### src/rtl/lifegen_pkg.sv
// ----------------------------------------------------------------------------
// lifegen_pkg: shared types and constants of the life generation core
// Holds field widths, the item mode codes, the controller states, the
// rule constants of B3/S23 and the memory control group.
// ----------------------------------------------------------------------------
package lifegen_pkg;

    // Field widths of the stream items, the size register and the neighbour count.
    localparam int DATA_W = 64;
    localparam int ROW_W  = 6;
    localparam int MODE_W = 2;
    localparam int SIZE_W = 7;
    localparam int NBR_W  = 4;

    // Register reset value and lower clamp of the active board size.
    localparam logic [SIZE_W-1:0] SIZE_RESET = 7'd64;
    localparam logic [SIZE_W-1:0] SIZE_MIN   = 7'd3;

    // Neighbour counts of rule B3/S23.
    localparam logic [NBR_W-1:0] BIRTH_COUNT   = 4'd3;
    localparam logic [NBR_W-1:0] SURVIVE_COUNT = 4'd2;

    // What an input item asks for.
    typedef enum logic [MODE_W-1:0] {
        MODE_WRITE   = 2'd0,
        MODE_ADVANCE = 2'd1,
        MODE_READ    = 2'd2
    } t_mode;

    // Controller states.
    typedef enum logic [1:0] {
        ST_IDLE,
        ST_GEN,
        ST_RESP
    } t_state;

    // Control group from the controller to the board memory.
    typedef struct packed {
        logic wr_en;
        logic wr_bank;
        logic rd_en;
        logic rd_bank;
        logic clr_en;
        logic clr_bank;
    } t_mem_ctrl;

endpackage

### src/rtl/lifegen_cell_lane.sv
// ----------------------------------------------------------------------------
// lifegen_cell_lane: next state of one cell
// Counts the eight neighbours of a cell and applies rule B3/S23.
// ----------------------------------------------------------------------------
module lifegen_cell_lane (
    input  logic [7:0] i_nbr,
    input  logic       i_self,
    output logic       o_next
);

    logic [lifegen_pkg::NBR_W-1:0] s_count;

    // Population count of the neighbourhood, then the birth and survival rule.
    always_comb begin
        s_count = '0;
        for (int k = 0; k < 8; k++) begin
            s_count = s_count + lifegen_pkg::NBR_W'(i_nbr[k]);
        end
        o_next = (s_count == lifegen_pkg::BIRTH_COUNT) ||
                 (i_self && (s_count == lifegen_pkg::SURVIVE_COUNT));
    end

endmodule

### src/rtl/lifegen_row_update.sv
// ----------------------------------------------------------------------------
// lifegen_row_update: one row of a generation across all cell lanes
// Builds the wrapped neighbourhood of every column from three board rows,
// runs one lane per column and merges the lane results into the new row.
// ----------------------------------------------------------------------------
module lifegen_row_update #(
    parameter int MAX_SIZE = 64
) (
    input  logic [MAX_SIZE-1:0]             i_up,
    input  logic [MAX_SIZE-1:0]             i_mid,
    input  logic [MAX_SIZE-1:0]             i_dn,
    input  logic [lifegen_pkg::SIZE_W-1:0]  i_size,
    input  logic [MAX_SIZE-1:0]             i_mask,
    output logic [MAX_SIZE-1:0]             o_row
);

    localparam int AW = $clog2(MAX_SIZE);

    logic [AW-1:0]       s_last;
    logic [MAX_SIZE-1:0] s_hit;
    logic [MAX_SIZE-1:0] s_up_w, s_up_e, s_mid_w, s_mid_e, s_dn_w, s_dn_e;
    logic [MAX_SIZE-1:0] s_lane;

    function automatic logic [AW-1:0] s_hit_index(input logic [lifegen_pkg::SIZE_W-1:0] size);
        logic [lifegen_pkg::SIZE_W-1:0] last;
        last = size - lifegen_pkg::SIZE_W'(1);
        return last[AW-1:0];
    endfunction

    // The last active column; the left neighbour of column zero sits there.
    assign s_last = s_hit_index(i_size);

    // West and east neighbours of every column, wrapped on the active width.
    for (genvar c = 0; c < MAX_SIZE; c++) begin : g_col
        assign s_hit[c] = (i_size == lifegen_pkg::SIZE_W'(c + 1));

        if (c == 0) begin : g_west_wrap
            assign s_up_w[c]  = i_up[s_last];
            assign s_mid_w[c] = i_mid[s_last];
            assign s_dn_w[c]  = i_dn[s_last];
        end else begin : g_west
            assign s_up_w[c]  = i_up[c-1];
            assign s_mid_w[c] = i_mid[c-1];
            assign s_dn_w[c]  = i_dn[c-1];
        end

        if (c == MAX_SIZE - 1) begin : g_east_wrap
            assign s_up_e[c]  = i_up[0];
            assign s_mid_e[c] = i_mid[0];
            assign s_dn_e[c]  = i_dn[0];
        end else begin : g_east
            assign s_up_e[c]  = s_hit[c] ? i_up[0]  : i_up[c+1];
            assign s_mid_e[c] = s_hit[c] ? i_mid[0] : i_mid[c+1];
            assign s_dn_e[c]  = s_hit[c] ? i_dn[0]  : i_dn[c+1];
        end

        lifegen_cell_lane u_lane (
            .i_nbr  ({s_up_w[c], i_up[c], s_up_e[c], s_mid_w[c], s_mid_e[c],
                      s_dn_w[c], i_dn[c], s_dn_e[c]}),
            .i_self (i_mid[c]),
            .o_next (s_lane[c])
        );
    end

    // Merge the lanes; columns beyond the active width are cleared.
    assign o_row = s_lane & i_mask;

endmodule

### config.mk
export PLATFORM = sky130hd
export DESIGN_NAME = lifegen_row_update
export DESIGN_NICKNAME = d
export VERILOG_FILES = /design/src/rtl/lifegen_pkg.sv /design/src/rtl/lifegen_cell_lane.sv /design/src/rtl/lifegen_row_update.sv
export SDC_FILE = /design/constraint.sdc
export NUM_CORES = 1
export LEC_CHECK = 0
export BUFFER_PORTS_ARGS = -buffer_cell sky130_fd_sc_hd__buf_2
export CAP_MARGIN = 40
export CORE_MARGIN = 2
export CORE_UTILIZATION = 53
export DETAILED_ROUTE_END_ITERATION = 8
export GPL_TIMING_DRIVEN = 0
export PLACE_DENSITY_LB_ADDON = 0.2
export SETUP_SLACK_MARGIN = 0.1
export SLEW_MARGIN = 20
export SYNTH_ARGS = -nofsm -noshare
export SYNTH_HDL_FRONTEND = slang
export SYNTH_SLANG_ARGS = --single-unit
### constraint.sdc
create_clock -name vclk -period 6.55
set_input_delay 1.31 -clock vclk [all_inputs]
set_output_delay 1.31 -clock vclk [all_outputs]
set_load 0.005 [all_outputs]
==> impl_metrics.csv <==
group,metric,value,unit
worst_setup_path,critPathKind,"input port to output port",
pwr,irDropWorstVdd,0.0000854,V
die,die_h,176,µm
drt,routedWlPerCell,23.0,µm
pwr,p_total,3.02,mW
sta,setup_violations,48,
die,rows,62,
place,place_hpwl,43000,µm
worst_setup_path,cp_slowest_stage_delay,620,ps
yosys,yosysTopAreaCell,"fa_1",
yosys,syn_nets,2494,
outcome,status,"finished, violations left",
grt,overflow,0,
sta,fin_crit_sh,1.07,
grt,grt_max_degree,12,
pwr,power_leakage,11.0,nW
drt,drt-initial-drc-count,1291,
outcome,violations,"negative setup slack",
run,max_cap_violations,0,
drt,drt-total-wl,63100,µm
grt,grtUsageTotal,0.363,
yosys,synth_most_common_cell,"inv_1",
sta,final.min_clock_period,7000,ps
cells_and_area,seqCellArea,0,µm²
worst_setup_path,crit_path_cell_trace,"buf_8 -> buf_6 -> buf_12 -> buf_12 -> buf_16 -> clkinv_8 -> ha_4 -> buf_12 -> nand3_4 -> buf_12 -> buf_6 -> nor2_4 -> nand2_2 -> o21ai_2 -> ha_1 -> inv_2 -> fa_1 -> fa_1 -> inv_2 -> fa_2 -> inv_2 -> fa_2 -> nor4b_4 -> buf_2",
yosys,synth_top_family_by_area,"adder cells",
yosys,ys_warn_count,0,
place,postPlaceCellArea,0.0184,mm²
worst_setup_path,crit_required,5240,ps
yosys,synth-simple-area-share,0.121,
yosys,synth_compound_area_frac,0.0723,
worst_setup_path,path_common_cell,"buf_12",
worst_setup_path,worstPathMaxFanout,4,
cells_and_area,nNetsFinal,3070,
yosys,synth.distinct_cells,43,
min_path,hp-class,"input port to output port",
cells_and_area,area_delta_synth_final,50.8,%
yosys,synthXorXnorAreaFrac,0.00112,
clock_tree,hold_buffers,0,
cells_and_area,multi_input_area,0.0166,mm²
sta,timing.final.hold_violations,0,
die,core,0.0289,mm²
yosys,postSynthAreaPerCell,8.79,µm²
cells_and_area,fin_area,0.0236,mm²
die,die_x,176,µm
yosys,synthAdderAreaFrac,0.485,
cells_and_area,clkbuf_count,0,
worst_setup_path,cp_slowest_cell,"fa_1",
sta,layout_setup_ws,-452,ps
place,gp_congestion,0.924,
pwr,cellPowerDensity,128,mW/mm²
grt,grt_pass1_wl,87500,µm
yosys,synthMuxAreaShare,0.176,
sta,max_freq,143,MHz
sta,worst_pin_slew,956,ps
cells_and_area,drive_gt1_frac,0.542,
cells_and_area,post-route-util,0.817,
place,portBuffers,325,
yosys,synth_cells,1778,
worst_setup_path,arrival,5690,ps
drt,vias,16500,
cells_and_area,design.seq.count,0,
drt,dr.pass1.iters,5,
drt,drcViolationCount,0,
drt,antenna_left,0,
yosys,yosys-top-cells-area,"fa_1 33%, ha_1 16%, inv_1 13%, mux4_2 6.9%, mux2i_1 6.2%",
sta,relSlewSlack,0.362,
grt,grt_pass1_vias,16700,
sta,rsz0062_at_grt,"true",
yosys,syn-cell-area,0.0156,mm²
worst_setup_path,worstSetupStartpointType,"input port",
yosys,synth_common_cells,"544 x inv_1, 256 x fa_1, 197 x ha_1",
die,ios,327,
drt,viasPerCell,6.03,
die,dieArea,0.0309,mm²
sta,tns,-9550,ps
grt,antenna_found_initial,11,
cells_and_area,fillers,1671,
worst_setup_path,critical_path.endpoint_type,"output port",
sta,slew_violations,0,
die,initial_core_util,0.542,
yosys,ys_seq_area_frac,0,
yosys,synth_top_area_frac,0.328,
timing repair:
action                                  4_1_cts  5_1_grt
pin swaps                                   271      247
resized for setup                           501      252
endpoints found under the hold margin         0        0
endpoints found under the setup margin       63       63
cloned                                        2        1
buffers inserted                            154       88
critical path, delay by kind of cell:
family | cells | cell delay [ps]
compound gates | 1 | 60
buf+inv | 13 | 1390
fa+ha+maj | 6 | 2300
simple gates | 4 | 600
area by class of cell:
cell class / instances / area share
diodes: 7 / 0.000743
plain buffers: 43 / 0.0209
inverters: 544 / 0.0875
multi-input cells: 1191 / 0.702
well taps: 384 / 0.0204
repair buffers: 574 / 0.168
kinds of logic after synthesis:
family	count (synthesis)
adders and majority gates	453
buffers and inverters	587
and+or+nand+nor	365
muxes	207
AOI/OAI and AO/OA	164
xor gates and xnor gates	2
power by group:
group | switching (mW) | internal, mW | total, mW
Clock | 0 | 0.000000143 | 0.000000143
Combinational | 1.63 | 1.39 | 3.02
Sequential | 0 | 0 | 0
Total | 1.63 | 1.39 | 3.02
stage by stage:
stage,setup slack [ps],hold slack [ps],std cells
after floorplan,7.51,2750,1778
after global placement,-1500,2950,2487
after detailed placement,-1460,2950,2489
after CTS,-304,2950,2645
after global routing,-503,2970,2738
final,-452,2960,2743
cell usage in the layout, fill, tap and decap left out, drive strengths merged, types with 6 or more instances in the layout:
cell type / Yosys / routed
clkbuf: 24 / 24
nor2: 180 / 180
nor2b: 36 / 36
a21oi: 62 / 62
ha: 197 / 197
a2111oi: 32 / 32
a22o: 6 / 6
fa: 256 / 256
a31oi: 33 / 33
diode: 0 / 7
inv: 544 / 543
nand3: 19 / 19
nand2: 49 / 49
a221oi: 6 / 6
mux2i: 97 / 97
nor4b: 66 / 66
a22oi: 13 / 13
buf: 19 / 592
mux2: 62 / 62
mux4: 48 / 48
per-layer routing:
layer	GRT usage	wire [µm]	vias up
li1	-	-	6917
met1	0.443	21700	8169
met2	0.622	30100	1056
met3	0.0617	6160	384
met4	0.184	5100	6
met5	0	46	-
worst paths after layout:
path / slack, ps / from / endpoint / depth (start not counted)
setup / recovery: -450 / i_size[0] / o_row[61] / 24
hold / removal: 2960 / i_mask[54] / o_row[54] / 3
Power figures use the tool's default switching activity.
